<file path="config.mk">
export PLATFORM = sky130hd
export DESIGN_NAME = courtesy_lamp_fade_controller_top_flat
export DESIGN_NICKNAME = d
export VERILOG_FILES = /design/src/rtl/clfc_pkg.sv /design/src/rtl/clfc_in_if.sv /design/src/rtl/clfc_out_if.sv /design/src/rtl/courtesy_lamp_fade_controller_top.sv /design/src/flat_wrapper.sv
export SDC_FILE = /design/constraint.sdc
export NUM_CORES = 1
export LEC_CHECK = 0
export ABC_CLOCK_PERIOD_IN_PS = 5610
export BUFFER_PORTS_ARGS = -buffer_cell sky130_fd_sc_hd__buf_2
export CORE_MARGIN = 4
export CORE_UTILIZATION = 57
export CTS_CLUSTER_DIAMETER = 40
export DETAILED_ROUTE_END_ITERATION = 7
export HOLD_SLACK_MARGIN = 0.02
export PLACE_DENSITY = 0.78
export SYNTH_ARGS = -nofsm -noshare
export SYNTH_HDL_FRONTEND = slang
export SYNTH_SLANG_ARGS = --single-unit
</file>
<file path="constraint.sdc">
create_clock -name i_clk -period 5.61 [get_ports i_clk]
set_clock_uncertainty 0.15 [all_clocks]
set_input_delay 0.561 -clock i_clk [delete_from_list [all_inputs] [get_ports i_clk]]
set_output_delay 0.561 -clock i_clk [all_outputs]
set_load 0.01 [all_outputs]
</file>
<file path="src/rtl/clfc_pkg.sv">
`default_nettype none

package clfc_pkg;

    // Widths of the request and result fields and of the internal levels and timers.
    localparam int unsigned SAMPLE_W  = 8;
    localparam int unsigned DUTY_W    = 10;
    localparam int unsigned LEVEL_W   = 8;
    localparam int unsigned TIMER_W   = 16;

    // Configuration port.
    localparam int unsigned CFG_IDX_W  = 3;
    localparam int unsigned CFG_DATA_W = 16;

    typedef enum logic [CFG_IDX_W-1:0] {
        CFG_DOOR_DEBOUNCE   = 3'd0,
        CFG_ENGINE_DEBOUNCE = 3'd1,
        CFG_FADE_DIVIDER    = 3'd2,
        CFG_OFF_DELAY       = 3'd3,
        CFG_AUTO_OFF        = 3'd4,
        CFG_ENGINE_THRESH   = 3'd5,
        CFG_MAX_BRIGHTNESS  = 3'd6
    } t_cfg_idx;

    // Register values after reset.
    localparam logic [LEVEL_W-1:0] RST_DOOR_DEBOUNCE   = 8'd10;
    localparam logic [LEVEL_W-1:0] RST_ENGINE_DEBOUNCE = 8'd10;
    localparam logic [LEVEL_W-1:0] RST_FADE_DIVIDER    = 8'd4;
    localparam logic [TIMER_W-1:0] RST_OFF_DELAY       = 16'd1220;
    localparam logic [TIMER_W-1:0] RST_AUTO_OFF        = 16'd14640;
    localparam logic [LEVEL_W-1:0] RST_ENGINE_THRESH   = 8'd221;
    localparam logic [LEVEL_W-1:0] RST_MAX_BRIGHTNESS  = 8'd101;

endpackage

`default_nettype wire

</file>
<file path="src/rtl/clfc_in_if.sv">
`default_nettype none

interface clfc_in_if;
    import clfc_pkg::*;

    logic                valid;
    logic                ready;
    logic                door_level;
    logic [SAMPLE_W-1:0] supply_sample;

    modport source (output valid, output door_level, output supply_sample, input ready);
    modport sink   (input valid, input door_level, input supply_sample, output ready);
endinterface

`default_nettype wire

</file>
<file path="src/rtl/clfc_out_if.sv">
`default_nettype none

interface clfc_out_if;
    import clfc_pkg::*;

    logic              valid;
    logic              ready;
    logic [DUTY_W-1:0] pwm_duty;
    logic              door_closed;
    logic              engine_running;

    modport source (output valid, output pwm_duty, output door_closed,
                    output engine_running, input ready);
    modport sink   (input valid, input pwm_duty, input door_closed,
                    input engine_running, output ready);
endinterface

`default_nettype wire

</file>
<file path="src/rtl/courtesy_lamp_fade_controller_top.sv">
// A tick request accepted at a clock edge shows its result in the next cycle. Throughput:
// one tick per cycle while results are taken; all of a tick's work is one pass of counter
// and compare logic from the state registers into the state and result registers.
// The request side stalls only while the result register is full and not being taken.
// Reset (synchronous, active low) loads the default register values, a dark lamp,
// a closed door, a stopped engine, idle timers and an empty result register.
`default_nettype none

module courtesy_lamp_fade_controller_top (
    input  wire                              i_clk,
    input  wire                              i_rst_n,
    input  wire                              i_cfg_we,
    input  wire [clfc_pkg::CFG_IDX_W-1:0]    i_cfg_idx,
    input  wire [clfc_pkg::CFG_DATA_W-1:0]   i_cfg_wdata,
    clfc_in_if.sink                          i_in,
    clfc_out_if.source                       o_out
);
    import clfc_pkg::*;

    // Configuration registers.
    logic [LEVEL_W-1:0] r_door_debounce;
    logic [LEVEL_W-1:0] r_engine_debounce;
    logic [LEVEL_W-1:0] r_fade_divider;
    logic [TIMER_W-1:0] r_off_delay;
    logic [TIMER_W-1:0] r_auto_off;
    logic [LEVEL_W-1:0] r_engine_thresh;
    logic [LEVEL_W-1:0] r_max_brightness;

    // Lamp and input state, updated once per accepted tick.
    logic [LEVEL_W-1:0] r_brightness,      n_brightness;
    logic               r_fade_up,         n_fade_up;
    logic               r_pending_fade_up, n_pending_fade_up;
    logic [TIMER_W-1:0] r_delay_count,     n_delay_count;
    logic [LEVEL_W-1:0] r_fade_step_count, n_fade_step_count;
    logic [TIMER_W-1:0] r_auto_off_count,  n_auto_off_count;
    logic               r_door_state,      n_door_state;
    logic [LEVEL_W-1:0] r_door_settle,     n_door_settle;
    logic               r_engine_state,    n_engine_state;
    logic [LEVEL_W-1:0] r_engine_settle,   n_engine_settle;

    // Result register.
    logic               r_out_valid;
    logic [DUTY_W-1:0]  r_duty,            n_duty;
    logic               r_door_closed;
    logic               r_engine_running;

    logic               in_accept;
    logic               engine_raw;

    // The result register frees up in the same cycle that its content is taken,
    // so a steady stream of ticks passes at one per cycle while results are taken.
    assign i_in.ready = !r_out_valid || o_out.ready;
    assign in_accept  = i_in.valid && i_in.ready;
    assign engine_raw = (i_in.supply_sample >= r_engine_thresh);

    // The whole tick in the order of its steps: off-delay countdown, fading,
    // door debounce, engine debounce, auto-off countdown, then the duty value.
    always_comb begin
        n_brightness      = r_brightness;
        n_fade_up         = r_fade_up;
        n_pending_fade_up = r_pending_fade_up;
        n_delay_count     = r_delay_count;
        n_fade_step_count = r_fade_step_count;
        n_auto_off_count  = r_auto_off_count;
        n_door_state      = r_door_state;
        n_door_settle     = r_door_settle;
        n_engine_state    = r_engine_state;
        n_engine_settle   = r_engine_settle;

        // Off-delay timer; a new direction is taken over once it has run out.
        if (n_delay_count != '0) begin
            n_delay_count = n_delay_count - TIMER_W'(1);
        end
        if (n_delay_count == '0 && n_fade_up != n_pending_fade_up) begin
            n_fade_up         = n_pending_fade_up;
            n_fade_step_count = '0;
        end

        // Fading: down one level every divider ticks, up one level every tick.
        if (!n_fade_up) begin
            if (n_brightness != '0) begin
                n_fade_step_count = n_fade_step_count + LEVEL_W'(1);
                if (n_fade_step_count >= r_fade_divider) begin
                    n_fade_step_count = '0;
                    n_brightness      = n_brightness - LEVEL_W'(1);
                end
            end
            if (n_brightness == '0 && n_delay_count == '0) begin
                n_fade_up         = n_pending_fade_up;
                n_fade_step_count = '0;
            end
        end else begin
            if (n_brightness < r_max_brightness) begin
                n_brightness = n_brightness + LEVEL_W'(1);
            end
            if (n_brightness == r_max_brightness && n_delay_count == '0) begin
                n_fade_up         = n_pending_fade_up;
                n_fade_step_count = '0;
            end
        end

        // Door debounce. A change arms the settle counter; the new level is taken
        // only if it still differs on the last count.
        if (n_door_settle == '0) begin
            if (i_in.door_level != n_door_state) begin
                n_door_settle = r_door_debounce;
            end
        end else begin
            if (n_door_settle == LEVEL_W'(1) && i_in.door_level != n_door_state) begin
                n_door_state = i_in.door_level;
                if (n_door_state) begin
                    // Door closed: dim at once with the engine running, else after the delay.
                    n_pending_fade_up = 1'b0;
                    n_auto_off_count  = '0;
                    n_delay_count     = n_engine_state ? '0 : r_off_delay;
                end else begin
                    n_delay_count     = '0;
                    n_pending_fade_up = 1'b1;
                    n_auto_off_count  = r_auto_off;
                end
            end
            n_door_settle = n_door_settle - LEVEL_W'(1);
        end

        // Engine debounce, seeing the door state of this same tick.
        if (n_engine_settle == '0) begin
            if (engine_raw != n_engine_state) begin
                n_engine_settle = r_engine_debounce;
            end
        end else begin
            if (n_engine_settle == LEVEL_W'(1) && engine_raw != n_engine_state) begin
                n_engine_state = engine_raw;
                if (n_engine_state) begin
                    if (n_door_state) begin
                        n_delay_count     = '0;
                        n_pending_fade_up = 1'b0;
                        n_auto_off_count  = '0;
                    end
                end else begin
                    n_delay_count     = '0;
                    n_pending_fade_up = 1'b1;
                    n_auto_off_count  = r_auto_off;
                end
            end
            n_engine_settle = n_engine_settle - LEVEL_W'(1);
        end

        // Auto-off: the lamp is switched off when the count reaches one.
        if (n_auto_off_count != '0) begin
            n_auto_off_count = n_auto_off_count - TIMER_W'(1);
            if (n_auto_off_count == TIMER_W'(1)) begin
                n_delay_count     = '0;
                n_pending_fade_up = 1'b0;
                n_auto_off_count  = '0;
            end
        end

        // Duty is four times the level, with the low bits filled at full brightness.
        n_duty = {n_brightness, 2'b00};
        if (n_brightness == r_max_brightness) begin
            n_duty = n_duty | DUTY_W'(3);
        end
    end

    // Configuration writes; indexes past the list are ignored.
    always_ff @(posedge i_clk) begin
        if (!i_rst_n) begin
            r_door_debounce   <= RST_DOOR_DEBOUNCE;
            r_engine_debounce <= RST_ENGINE_DEBOUNCE;
            r_fade_divider    <= RST_FADE_DIVIDER;
            r_off_delay       <= RST_OFF_DELAY;
            r_auto_off        <= RST_AUTO_OFF;
            r_engine_thresh   <= RST_ENGINE_THRESH;
            r_max_brightness  <= RST_MAX_BRIGHTNESS;
        end else if (i_cfg_we) begin
            unique case (i_cfg_idx)
                CFG_DOOR_DEBOUNCE:   r_door_debounce   <= i_cfg_wdata[LEVEL_W-1:0];
                CFG_ENGINE_DEBOUNCE: r_engine_debounce <= i_cfg_wdata[LEVEL_W-1:0];
                CFG_FADE_DIVIDER:    r_fade_divider    <= i_cfg_wdata[LEVEL_W-1:0];
                CFG_OFF_DELAY:       r_off_delay       <= i_cfg_wdata[TIMER_W-1:0];
                CFG_AUTO_OFF:        r_auto_off        <= i_cfg_wdata[TIMER_W-1:0];
                CFG_ENGINE_THRESH:   r_engine_thresh   <= i_cfg_wdata[LEVEL_W-1:0];
                CFG_MAX_BRIGHTNESS:  r_max_brightness  <= i_cfg_wdata[LEVEL_W-1:0];
                default: begin
                end
            endcase
        end
    end

    // Tick state.
    always_ff @(posedge i_clk) begin
        if (!i_rst_n) begin
            r_brightness      <= '0;
            r_fade_up         <= 1'b0;
            r_pending_fade_up <= 1'b0;
            r_delay_count     <= '0;
            r_fade_step_count <= '0;
            r_auto_off_count  <= '0;
            r_door_state      <= 1'b1;
            r_door_settle     <= '0;
            r_engine_state    <= 1'b0;
            r_engine_settle   <= '0;
        end else if (in_accept) begin
            r_brightness      <= n_brightness;
            r_fade_up         <= n_fade_up;
            r_pending_fade_up <= n_pending_fade_up;
            r_delay_count     <= n_delay_count;
            r_fade_step_count <= n_fade_step_count;
            r_auto_off_count  <= n_auto_off_count;
            r_door_state      <= n_door_state;
            r_door_settle     <= n_door_settle;
            r_engine_state    <= n_engine_state;
            r_engine_settle   <= n_engine_settle;
        end
    end

    // Result register: valid is control, the payload loads with each tick.
    always_ff @(posedge i_clk) begin
        if (!i_rst_n) begin
            r_out_valid <= 1'b0;
        end else if (in_accept) begin
            r_out_valid <= 1'b1;
        end else if (o_out.ready) begin
            r_out_valid <= 1'b0;
        end
    end

    always_ff @(posedge i_clk) begin
        if (in_accept) begin
            r_duty           <= n_duty;
            r_door_closed    <= n_door_state;
            r_engine_running <= n_engine_state;
        end
    end

    assign o_out.valid          = r_out_valid;
    assign o_out.pwm_duty       = r_duty;
    assign o_out.door_closed    = r_door_closed;
    assign o_out.engine_running = r_engine_running;

    // Every accepted tick leaves a result waiting in the next cycle.
    a_accept_gives_result: assert property (@(posedge i_clk) disable iff (!i_rst_n)
        in_accept |=> r_out_valid)
        else $error("accepted tick left no result");

    // The state moves only on an accepted tick.
    a_state_holds: assert property (@(posedge i_clk) disable iff (!i_rst_n)
        !in_accept |=> $stable(r_brightness) && $stable(r_door_settle)
                       && $stable(r_engine_settle))
        else $error("tick state changed without a request");

    // The off delay runs only toward a fade-down.
    a_delay_means_down: assert property (@(posedge i_clk) disable iff (!i_rst_n)
        r_delay_count != '0 |-> !r_pending_fade_up)
        else $error("off delay running with a fade-up pending");

    // The auto-off timer runs only while the lamp is meant to be on.
    a_auto_off_means_on: assert property (@(posedge i_clk) disable iff (!i_rst_n)
        r_auto_off_count != '0 |-> r_pending_fade_up)
        else $error("auto-off running with the lamp switched off");

    // An empty result register never blocks the request side.
    a_empty_ready: assert property (@(posedge i_clk) disable iff (!i_rst_n)
        !r_out_valid |-> i_in.ready)
        else $error("request side stalled with an empty result register");

endmodule

`default_nettype wire
</file>
<file path="src/flat_wrapper.sv">
// flat-port wrapper written by rule: the top's interface ports become plain ports
module courtesy_lamp_fade_controller_top_flat import clfc_pkg::*;
  (i_clk, i_rst_n, i_cfg_we, i_cfg_idx, i_cfg_wdata, i_in_valid, i_in_door_level, i_in_supply_sample, i_in_ready, o_out_valid, o_out_pwm_duty, o_out_door_closed, o_out_engine_running, o_out_ready);
  clfc_in_if i_in_i ();
  clfc_out_if o_out_i ();
  input  wire i_clk;
  input  wire i_rst_n;
  input  wire i_cfg_we;
  input  wire [clfc_pkg::CFG_IDX_W-1:0] i_cfg_idx;
  input  wire [clfc_pkg::CFG_DATA_W-1:0] i_cfg_wdata;
  input wire logic [$bits(i_in_i.valid)-1:0] i_in_valid;
  input wire logic [$bits(i_in_i.door_level)-1:0] i_in_door_level;
  input wire logic [$bits(i_in_i.supply_sample)-1:0] i_in_supply_sample;
  output wire logic [$bits(i_in_i.ready)-1:0] i_in_ready;
  output wire logic [$bits(o_out_i.valid)-1:0] o_out_valid;
  output wire logic [$bits(o_out_i.pwm_duty)-1:0] o_out_pwm_duty;
  output wire logic [$bits(o_out_i.door_closed)-1:0] o_out_door_closed;
  output wire logic [$bits(o_out_i.engine_running)-1:0] o_out_engine_running;
  input wire logic [$bits(o_out_i.ready)-1:0] o_out_ready;
  assign i_in_i.valid = i_in_valid;
  assign i_in_i.door_level = i_in_door_level;
  assign i_in_i.supply_sample = i_in_supply_sample;
  assign i_in_ready = i_in_i.ready;
  assign o_out_valid = o_out_i.valid;
  assign o_out_pwm_duty = o_out_i.pwm_duty;
  assign o_out_door_closed = o_out_i.door_closed;
  assign o_out_engine_running = o_out_i.engine_running;
  assign o_out_i.ready = o_out_ready;
  courtesy_lamp_fade_controller_top u_core (.i_clk(i_clk), .i_rst_n(i_rst_n), .i_cfg_we(i_cfg_we), .i_cfg_idx(i_cfg_idx), .i_cfg_wdata(i_cfg_wdata), .i_in(i_in_i), .o_out(o_out_i));
endmodule
</file>
### After elaboration in Yosys (flattened, before gate mapping)

Index checks and enable logic that the tools add are counted.

| cells by class | value |
|---|---|
| $add $sub $neg | 7 |
| $lt $le $gt $ge | 3 |
| equality and inequality tests | 16 |
| muxes and demuxes | 56 |
| reductions and logical operators | 26 |

Operators with widths:

| cell | number |
|---|---|
| $mux W16 | 20 |
| $mux W8 | 16 |
| $reduce_bool A16 Y1 | 2 |
| $sub A16 B1 Y16 const B | 2 |
| $logic_not A8 Y1 | 3 |
| $sub A8 B1 Y8 const B | 3 |
| $mux W1 | 19 |
| $reduce_and A2 Y1 | 9 |
| $add A8 B1 Y8 const B | 2 |
| $eq A16 B1 Y1 const B | 1 |
| $eq A8 B1 Y1 const B | 2 |
| $eq A8 B8 Y1 | 2 |
| $ge A8 B8 Y1 | 2 |
| $logic_not A16 Y1 | 1 |
| $eq A3 B3 Y1 const B | 3 |
| $lt A8 B8 Y1 | 1 |
| $reduce_bool A8 Y1 | 1 |
| $eq A3 B2 Y1 const B | 2 |
| $logic_and A1 B1 Y1 | 6 |
| $ne A2 B2 Y1 const B | 2 |
| $eq A3 B1 Y1 const B | 1 |
| $logic_not A3 Y1 | 1 |
| $ne A1 B1 Y1 | 3 |
| $mux W2 | 1 |
| 3 further kinds | 3 |

| storage, ports and cells | value |
|---|---|
| flip-flop bits (word level) | 153 |
| input bits | 33 |
| output and inout bits | 14 |
| word-level logic and storage cells | 129 |

### Depth between registers and ports, before layout

Gate-level depths: netlist (run 1).

| depth | value |
|---|---|
| word-level depth | 14 |
| depth in mapped cells | 30 |
| depth with buffers taken out | 26 |

### Worst setup path after synthesis (run 1)

OpenSTA, ideal clock, no wires.

| timing path | value |
|---|---|
| path kind | register -> register |
| start | reg u_core.r_delay_count[0] |
| end | reg u_core.r_duty[1] (netlist: u_core.o_out.pwm_duty[1]) (data pin) |
| setup time | 0.176 ns |
| arrival | 5.666 ns |
| data required time | 5.284 ns |
| slack | -0.382 ns |
| cell stages (with the launch flop) | 30 |
| cells stage by stage | dfxtp_1 > inv_1 > ha_1 > nor3b_1 > and4_1 > nand2_1 > a2111o_1 > nor4_1 > and3_1 > buf_2 > and2_1 > clkbuf_1 > clkbuf_1 > nor2_1 > ha_1 > nand3_1 > nor2_1 > xnor2_1 > nor2_1 > ha_1 > o211a_1 > a221oi_1 > o21ai_0 > nand2_1 > nor3_1 > a21oi_1 > xnor2_1 > nand2_1 > mux4_2 > nor4_1 |

| between the ends | value |
|---|---|
| word-level cells in the longest chain between the ends | 13 |

RTL lines:

| what | RTL line | source |
|---|---|---|
| start, declared | courtesy_lamp_fade_controller_top.sv:33 | `logic [TIMER_W-1:0] r_delay_count, n_delay_count;` |
| start signal, assigned | courtesy_lamp_fade_controller_top.sv:207 | `r_delay_count <= n_delay_count;` |
| $sub A16 B1 Y16 or $reduce_bool A16 Y1 (tied branches) | courtesy_lamp_fade_controller_top.sv:72, courtesy_lamp_fade_controller_top.sv:71 |  |
| $mux W16 * | courtesy_lamp_fade_controller_top.sv:71 | `if (n_delay_count != '0) begin` |
| $logic_not A16 Y1 * | courtesy_lamp_fade_controller_top.sv:74 | `if (n_delay_count == '0 && n_fade_up != n_pending_fade_up) begin` |
| $logic_and A1 B1 Y1 * | courtesy_lamp_fade_controller_top.sv:74 |  |
| $mux W8 | courtesy_lamp_fade_controller_top.sv:74 |  |
| $add A8 B1 Y8 | courtesy_lamp_fade_controller_top.sv:82 | `n_fade_step_count = n_fade_step_count + LEVEL_W'(1);` |
| $ge A8 B8 Y1 | courtesy_lamp_fade_controller_top.sv:83 | `if (n_fade_step_count >= r_fade_divider) begin` |
| $mux W8 | courtesy_lamp_fade_controller_top.sv:83 |  |
| $mux W8 | courtesy_lamp_fade_controller_top.sv:81 | `if (n_brightness != '0) begin` |
| $mux W8 | courtesy_lamp_fade_controller_top.sv:80 | `if (!n_fade_up) begin` |
| $mux W8 * | courtesy_lamp_fade_controller_top.sv:80 |  |
| $eq A8 B8 Y1 * | courtesy_lamp_fade_controller_top.sv:160 | `if (n_brightness == r_max_brightness) begin` |
| $mux W2 * | courtesy_lamp_fade_controller_top.sv:160 |  |
| end signal, assigned | courtesy_lamp_fade_controller_top.sv:230 | `r_duty <= n_duty;` |
| end, declared | courtesy_lamp_fade_controller_top.sv:43 | `logic [DUTY_W-1:0] r_duty, n_duty;` |

Mark *: on every way between the ends. The rest lies on a longest branch, timed or not. The select of a mux whose other input is x is not followed.
A chain may end at the register's enable or synchronous reset.

### Worst setup path after layout (run 1)

| timing path | value |
|---|---|
| start | reg u_core.r_delay_count[0] |
| end | reg u_core.r_duty[1] (netlist: u_core.o_out.pwm_duty[1]) (data pin) |

| between the ends | value |
|---|---|
| word-level cells in the longest chain between the ends | 13 |

RTL lines:

| what | RTL line | source |
|---|---|---|
| $sub A16 B1 Y16 or $reduce_bool A16 Y1 (tied branches) | courtesy_lamp_fade_controller_top.sv:72, courtesy_lamp_fade_controller_top.sv:71 |  |
| $mux W16 * | courtesy_lamp_fade_controller_top.sv:71 |  |
| $logic_not A16 Y1 * | courtesy_lamp_fade_controller_top.sv:74 |  |
| $logic_and A1 B1 Y1 * | courtesy_lamp_fade_controller_top.sv:74 |  |
| $mux W8 | courtesy_lamp_fade_controller_top.sv:74 |  |
| $add A8 B1 Y8 | courtesy_lamp_fade_controller_top.sv:82 |  |
| $ge A8 B8 Y1 | courtesy_lamp_fade_controller_top.sv:83 |  |
| $mux W8 | courtesy_lamp_fade_controller_top.sv:83 |  |
| $mux W8 | courtesy_lamp_fade_controller_top.sv:81 |  |
| $mux W8 | courtesy_lamp_fade_controller_top.sv:80 |  |
| $mux W8 * | courtesy_lamp_fade_controller_top.sv:80 |  |
| net u_core.n_brightness[7] | courtesy_lamp_fade_controller_top.sv:30 | `logic [LEVEL_W-1:0] r_brightness, n_brightness;` |
| $eq A8 B8 Y1 * | courtesy_lamp_fade_controller_top.sv:160 |  |
| $mux W2 * | courtesy_lamp_fade_controller_top.sv:160 |  |

Mark *: on every way through the listed nets, which the timed path passes. The rest lies on a longest branch. The select of a mux whose other input is x is not followed.

==> results of run 1 <==
[layout make-up]
type                            count  area [um2]
Clock buffer                       23         488
Clock inverter                      8        82.6
Fill cell                        1426        5490
Inverter                           56         210
Multi-Input combinational cell    969        6420
Sequential cell                   152        3150
Tap cell                          220         275
Timing Repair Buffer              100         639
[synth_stat cells, types with 5 or more instances]
master and number:
nand2_1 231, dfxtp_1 141, nor2_1 68, a21boi_0 63, inv_1 54, clkbuf_1 50
o21ai_0 48, a21oi_1 47, nand3_1 42, nor3_1 38, ha_1 34, a22o_1 32
xnor2_1 32, nor2b_1 21, o211ai_1 21, nand4_1 17, a22oi_1 15, and2_1 15
nand2b_1 15, mux2i_1 14, a21o_1 13, and3_1 13, xor2_1 13, edfxtp_1 11
nor4_1 9, a2111oi_0 8, a211oi_1 8, mux2_2 8, o31ai_1 8, o41ai_1 8
or3_1 8, a31oi_1 6, buf_2 6, a2bb2oi_1 5, buf_1 5, o22ai_1 5
or2_2 5
[cell usage in the layout (no fill, tap or decap), drive strengths merged, types with 11 or more instances in the layout]
| cell | instances |
|---|---|
| a22o | 32 |
| dfxtp | 141 |
| o211ai | 22 |
| xnor2 | 32 |
| nor2b | 21 |
| nor4 | 11 |
| buf | 100 |
| a21o | 13 |
| mux2i | 14 |
| nand4 | 18 |
| nand3 | 42 |
| edfxtp | 11 |
| a21oi | 47 |
| inv | 60 |
| xor2 | 13 |
| nor3 | 41 |
| and3 | 13 |
| clkbuf | 23 |
| nand2 | 231 |
| o21ai | 52 |
| a21boi | 64 |
| a22oi | 16 |
| nand2b | 15 |
| nor2 | 69 |
| and2 | 17 |
| ha | 34 |
[worst max-delay path by stage]
stage / startpoint / end / slack (ns) / depth (start not counted)
floorplan: u_core.r_delay_count[13] / u_core.o_out.pwm_duty[1] / 0.01 / 28
CTS: u_core.r_delay_count[0] / u_core.o_out.pwm_duty[1] / 0.05 / 25
global route: u_core.r_delay_count[0] / u_core.o_out.pwm_duty[1] / -0.17 / 26
detailed placement: u_core.r_delay_count[0] / u_core.o_out.pwm_duty[1] / -0.09 / 25
global placement: u_core.r_delay_count[0] / u_core.o_out.pwm_duty[1] / 0.03 / 25
finish: u_core.r_delay_count[0] / u_core.o_out.pwm_duty[1] / 0.11 / 26
[stage by stage]
stage / setup TNS [ns] / setup WS, ns / area, um2
after floorplan: 0 / 0.0115 / 9900
after detailed placement: -0.476 / -0.0865 / 10500
after CTS: 0 / 0.0463 / 11100
after global routing: -0.915 / -0.172 / 11300
after global placement: 0 / 0.0303 / 10500
final: 0 / 0.114 / 11300
[metal layers]
layer / vias to the layer above / global-route usage, % / wire, um
li1: 4614 / - / -
met1: 4452 / 36.3 / 12000
met2: 396 / 44.8 / 12700
met5: - / 0 / 0
met3: 64 / 5.45 / 1860
met4: 0 / 9.27 / 694
[worst max-delay path: cells and delay by family (launching register included)]
kind,cells,cell delay (ns)
compound gates,3,0.62
flops,1,0.32
fa+ha+maj,3,0.58
mux,3,0.94
buf+inv,2,0.26
simple gates,13,2.13
xor+xnor,2,0.32
[state kept, by name (all words and copies together), names as in the netlist, 9 cells and up, named ones only]
signal	flops
u_core.o_out.pwm_duty	9
u_core.r_auto_off	16
u_core.r_auto_off_count	16
u_core.r_delay_count	16
u_core.r_off_delay	16
[cell families (layout without fill, tap and decap cells)]
| family | after synthesis | after routing | share of synthesized area [%] |
|---|---|---|---|
| xor gates and xnor gates | 49 | 49 | 4.92 |
| and+or+nand+nor | 518 | 518 | 25.7 |
| AOI/OAI and AO/OA | 345 | 345 | 25.6 |
| muxes | 23 | 23 | 2.57 |
| adders and majority gates | 34 | 34 | 4.32 |
| buffers and inverters | 120 | 187 | 4.85 |
| DFF | 152 | 152 | 32.1 |
[where the power goes]
part / switching (W) / total [W] / internal [W] / leakage, nW
registers: 0.000184 / 0.00144 / 0.00126 / 1.26
clock network: 0.000487 / 0.00115 / 0.000660 / 0.281
logic: 0.00174 / 0.00307 / 0.00134 / 2.95
[what timing repair did]
item / CTS / global route
resized for setup: 3 / 29
setup buffers: 1 / 5
pin swaps: 1 / 17
endpoints found under the hold margin: 0 / 0
hold buffers: 0 / 0
cloned: 0 / 0
setup endpoints to repair: 9 / 14
==> summary.md, run 1 <==
| Metric | Value |
|---|---|
| Largest area contributor in the netlist | `dfxtp_1` |
| Gr ovfl total | `0` |
| Min Tclk post-route | `between 5 and 6 ns` |
| Core area | `around 0.017 mm2` |
| Share of layout cells above drive strength 1 | `~15%` |
| Worst Path Max Fanout | `7` |
| DRC viols | `0` |
| Pwr dens | `503 mW/mm2` |
| Syn Area/Cell | `around 8 um2` |
| Clk sinks | `152` |
| RD Place Congestion | `between 0.9 and 1` |
| Drt first pass iters | `6` |
| Total Nets Final | `about 1400` |
| Worst vdd ir | `just under 0.3 mV` |
| Initial antenna violation count | `0` |
| Clk slew on worst S/H paths | `approximately 0.060 ns` |
| Mapped Nets | `~1300` |
| Max Freq | `0.182 GHz` |
| WHS Path Cells | `3` |
| Post-DP HPWL | `19000 um` |
| Final setup fails | `0` |
| Vias | `between 9000 and 10000` |
| CTS Buf Count | `17` |
| Port bufs | `between 40 and 50` |
| Reg2reg start | `u_core.r_delay_count[0]` |
| CTS tree | `done` |
| CP Class | `flip-flop to flip-flop` |
| Placed cells | `approximately 1500` |
| Final ANT Viol Nets | `0` |
| Gr usage total | `27.4%` |
| H-tree depth | `4` |
| Yosys reg bits | `152` |
| Fin util | `roughly 67%` |
| CP max stage cell | `or3b_4` |
| Tot Pwr | `0.00567 W` |
| Min-delay worst type | `input pin to flip-flop` |
| FP Rows | `47` |
| Syn. warnings | `0` |
| R2r endpoint | `u_core.o_out.pwm_duty[1]` |
| Final hold slack | `between 0.2 and 0.25 ns` |
| Die span in y | `around 140 um` |
| Reg2reg setup slack | `between 0.1 and 0.15 ns` |
| Worst slew margin | `around a quarter` |
| P&R area growth vs syn | `14.6%` |
| Maximum clock path buffer count | `2` |
| Critical Path Source Type | `flip-flop` |
| Ys flop type | `dfxtp_1` |
| Leakage power | `between 4 and 5 nW` |
| Hold wc startpoint | `i_cfg_wdata[13]` |
| Run status | `complete, no violations` |
| Fin crit share | `98.0%` |
| # diodes | `0` |
| Share of the synthesized area in the top cell type | `between 20% and 30%` |
| Final Instance Count excl. Fillers | `1528` |
| Drt initial violations | `~1100` |
| Routed WL | `approximately 27000 um` |
| Top post-synthesis cells by area | `dfxtp_1 (29%), nand2_1 (8.8%), a21boi_0 (4.8%), ha_1 (4.3%), edfxtp_1 (3.4%)` |
| Register area share after synthesis | `32.1%` |
| First-pass GRT wire length | `around 44000 um` |
| Req. time, crit path | `about 5.7 ns` |
| Area of the mapped netlist | `roughly 0.0098 mm2` |
| Crit path arrival time | `approximately 5.6 ns` |
| Boundary pin count | `47` |
| CP Capture Type | `flip-flop` |
| Die W | `around 140 um` |
| Worst Max-Slew Pin Slew | `1.10 ns` |
| Clock Root Buffer | `clkbuf_16` |
| Unrepaired setup endpoints after global routing | `true` |
| Die area | `~0.019 mm2` |
| Clock Latency Late Sink | `~0.43 ns` |
| Number of synthesized flops with an enable pin | `11` |
| Starting Density | `about three fifths` |
| R2r worst-path depth | `26` |
| Number of global-route vias before repair | `around 9000` |
| Critical Path Max Stage Delay | `0.40 ns` |
| Drt via density | `approximately 6.2` |
| Final Max Slew Viols | `0` |
| Final Hold Fails | `0` |
| Post-synth cell types | `approximately 90` |
| Maxcap violations | `0` |
| Routed WL per cell | `17.8 um` |
| Async S/R FF share, synth | `0%` |
| Hold EP | `u_core.r_auto_off[13]` |
| Post-synthesis cell count | `between 1000 and 1500` |
| Largest net degree at the start of global routing | `74` |
(Power assumes the default switching activity.)
==> run 2, diff against run 1 <==
- CELL_PAD_IN_SITES_DETAIL_PLACEMENT: default -> 2
- CELL_PAD_IN_SITES_GLOBAL_PLACEMENT: default -> 2
- CORE_UTILIZATION: 57 -> 34
- PLACE_DENSITY: 0.78 -> 0.77
==> run 2 against run 1 <==
Compared with the run above: the run now ends with setup timing left; register-to-register slack worse by 0.61 ns; non-clock buffer count is 39 higher; wire length is 54% higher; critical path depth is 1 higher; setup slack worse by 0.61 ns; sequential share of layout area is 1.7 points lower; clock-buffer cell count is 4 lower; global-route usage is 2.1 points lower; clock power is 10% higher; sequential power hardly changed; combinational power is 19% higher; sequential cell count stayed put.
==> summary.md, run 2 (synthesis gave the netlist of run 1 again) <==
| Metric | Value |
|---|---|
| Worst vdd ir | `between 0.2 and 0.25 mV` |
| Gr ovfl total | `0` |
| Post-DP HPWL | `26500 um` |
| First-pass GRT wire length | `about 63000 um` |
| H-tree depth | `4` |
| Port bufs | `46` |
| Commonest non-fill, non-tap cell in the layout | `nand2_1` |
| CP Capture Type | `flip-flop` |
| Largest net degree at the start of global routing | `between 80 and 90` |
| Core area | `about 0.029 mm2` |
| Die span in y | `around 180 um` |
| Hold wc startpoint | `i_cfg_wdata[11]` |
| Most frequent cells in the layout | `nand2_1 (228), dfxtp_1 (139), buf_4 (89), nor2_1 (64), a21boi_0 (61)` |
| Die W | `between 150 and 200 um` |
| Number of global-route vias before repair | `~11000` |
| Leakage power | `approximately 4.7 nW` |
| Final Hold Fails | `0` |
| Final ANT Viol Nets | `0` |
| Fill count | `3198` |
| Gr usage total | `between 20% and 30%` |
| Run status | `finished, violations left` |
| Crit path arrival time | `6.21 ns` |
| Total Nets Final | `about 1400` |
| Initial antenna violation count | `0` |
| Drt via density | `a little under 6` |
| Clock Latency Late Sink | `roughly 0.44 ns` |
| Failing checks | `setup timing` |
| Clk sinks | `between 150 and 200` |
| Vias | `a little over 10000` |
| Req. time, crit path | `approximately 5.7 ns` |
| CP Class | `flip-flop to flip-flop` |
| Hold EP | `u_core.r_auto_off[11]` |
| Final Max Slew Viols | `0` |
| Tot Pwr | `around 0.0064 W` |
| Reg2reg setup slack | `-0.50 ns` |
| CTS Buf Count | `17` |
| P&R area growth vs syn | `22.1%` |
| Boundary pin count | `47` |
| Worst slew margin | `17.3%` |
| Final setup fails | `17` |
| CP max stage cell | `or3b_4` |
| Fin util | `a little over two fifths` |
| Final hold slack | `~0.21 ns` |
| FP Rows | `between 60 and 70` |
| Min Tclk post-route | `about 6.1 ns` |
| Drt first pass iters | `5` |
| Worst Path Max Fanout | `7` |
| Pwr dens | `532 mW/mm2` |
| Drt initial violations | `around 660` |
| R2r worst-path depth | `27` |
| Starting Density | `~34%` |
| DRC viols | `0` |
| Critical Path Source Type | `flip-flop` |
| Share of layout cells above drive strength 1 | `a little under 20%` |
| RD Place Congestion | `between 0.8 and 0.9` |
| Final Instance Area | `0.0120 mm2` |
| Delay-heaviest family, CP | `simple AND/OR/NAND/NOR gates` |
| Min-delay worst type | `input pin to flip-flop` |
| Clock Root Buffer | `clkbuf_16` |
| Routed WL per cell | `~24 um` |
| Unrepaired setup endpoints after global routing | `true` |
| Reg2reg start | `u_core.r_delay_count[1]` |
| Buffers plus inverters on the worst setup path | `3` |
| Routed WL | `41900 um` |
| Maxcap violations | `0` |
| CTS tree | `done` |
| Maximum clock path buffer count | `2` |
| Fin crit share | `109%` |
| Post-place setup slack | `-0.511 ns` |
| Cts hold-fix bufs | `0` |
| WHS Path Cells | `3` |
| Placed inst area | `around 0.011 mm2` |
| Worst Max-Slew Pin Slew | `roughly 1.2 ns` |
| # diodes | `0` |
| Clk slew on worst S/H paths | `0.07 ns` |
| Max Freq | `0.164 GHz` |
| Die area | `between 0.03 and 0.04 mm2` |
| Worst Setup Slack, final | `-0.498 ns` |
| Critical Path Max Stage Delay | `roughly 0.42 ns` |
| R2r endpoint | `u_core.o_out.pwm_duty[1]` |
-- run 2: layout make-up --
class                           count  area [um2]  area share [%]
Clock buffer                       19         464            3.86
Clock inverter                     13         155            1.29
Inverter                           56         210            1.75
Multi-Input combinational cell    969        6600            54.9
Sequential cell                   152        3160            26.3
Tap cell                          384         480            4.00
Timing Repair Buffer              139         950            7.90
-- run 2: metrics by stage --
stage          TNS, ns  instances
2_1_floorplan        0       1241
3_3_place_gp    -0.602       1673
3_5_place_dp     -4.88       1673
4_1_cts              0       1721
5_1_grt          -7.95       1732
6_report         -4.92       1732
-- run 2: report_power, final --
part / switching, W / internal, W / total (W)
registers: 0.000197 / 0.00126 / 0.00146
clock network: 0.000566 / 0.000709 / 0.00127
logic: 0.00217 / 0.00149 / 0.00366
-- run 2: metal layers --
layer | up-vias | share of wire [%] | track usage (%)
met4 | 0 | 2.9 | 8.86
met3 | 77 | 3.2 | 3.41
met5 | - | 0 | 0
met2 | 223 | 51 | 45.7
li1 | 4673 | - | -
met1 | 5164 | 43 | 30.7
-- run 2: repair_timing --
| item | 4_1_cts | 5_1_grt |
|---|---|---|
| endpoints found under the setup margin | 23 | 40 |
| buffers inserted | 17 | 11 |
| gates resized for setup | 34 | 44 |
| pin swaps | 24 | 11 |
-- run 2: worst register-to-register path: stages (launching register included) --
cell and delay (ns):
dfxtp_2 0.33, inv_2 0.08, ha_4 0.15, or3b_4 0.42, buf_4 0.18, nor2_1 0.18
a211o_1 0.21, nand4_1 0.22, nor4_4 0.31, and3_4 0.25, and2_4 0.20, nor2_4 0.06
ha_4 0.17, nand3_4 0.10, nor2_4 0.05, xnor2_2 0.14, nor2_1 0.14, ha_1 0.27
o211a_1 0.28, a221oi_2 0.30, o21ai_2 0.15, buf_6 0.17, nand4b_1 0.11, mux2_4 0.32
mux2_4 0.28, xnor2_2 0.17, nand4_1 0.17, nor4_2 0.33
-- run 2: worst max-delay path by stage --
stage,startpoint,end,slack (ns),cells after the start
final,u_core.r_delay_count[1],u_core.o_out.pwm_duty[1],-0.50,27
after global routing,u_core.r_delay_count[1],u_core.o_out.pwm_duty[1],-0.63,27
after CTS,u_core.r_delay_count[1],u_core.r_fade_step_count[1],0.01,30
after detailed placement,u_core.r_delay_count[0],u_core.o_out.pwm_duty[1],-0.51,25
after global placement,u_core.r_delay_count[0],u_core.r_fade_step_count[4],-0.10,27
after floorplan,u_core.r_delay_count[13],u_core.o_out.pwm_duty[1],0.01,28
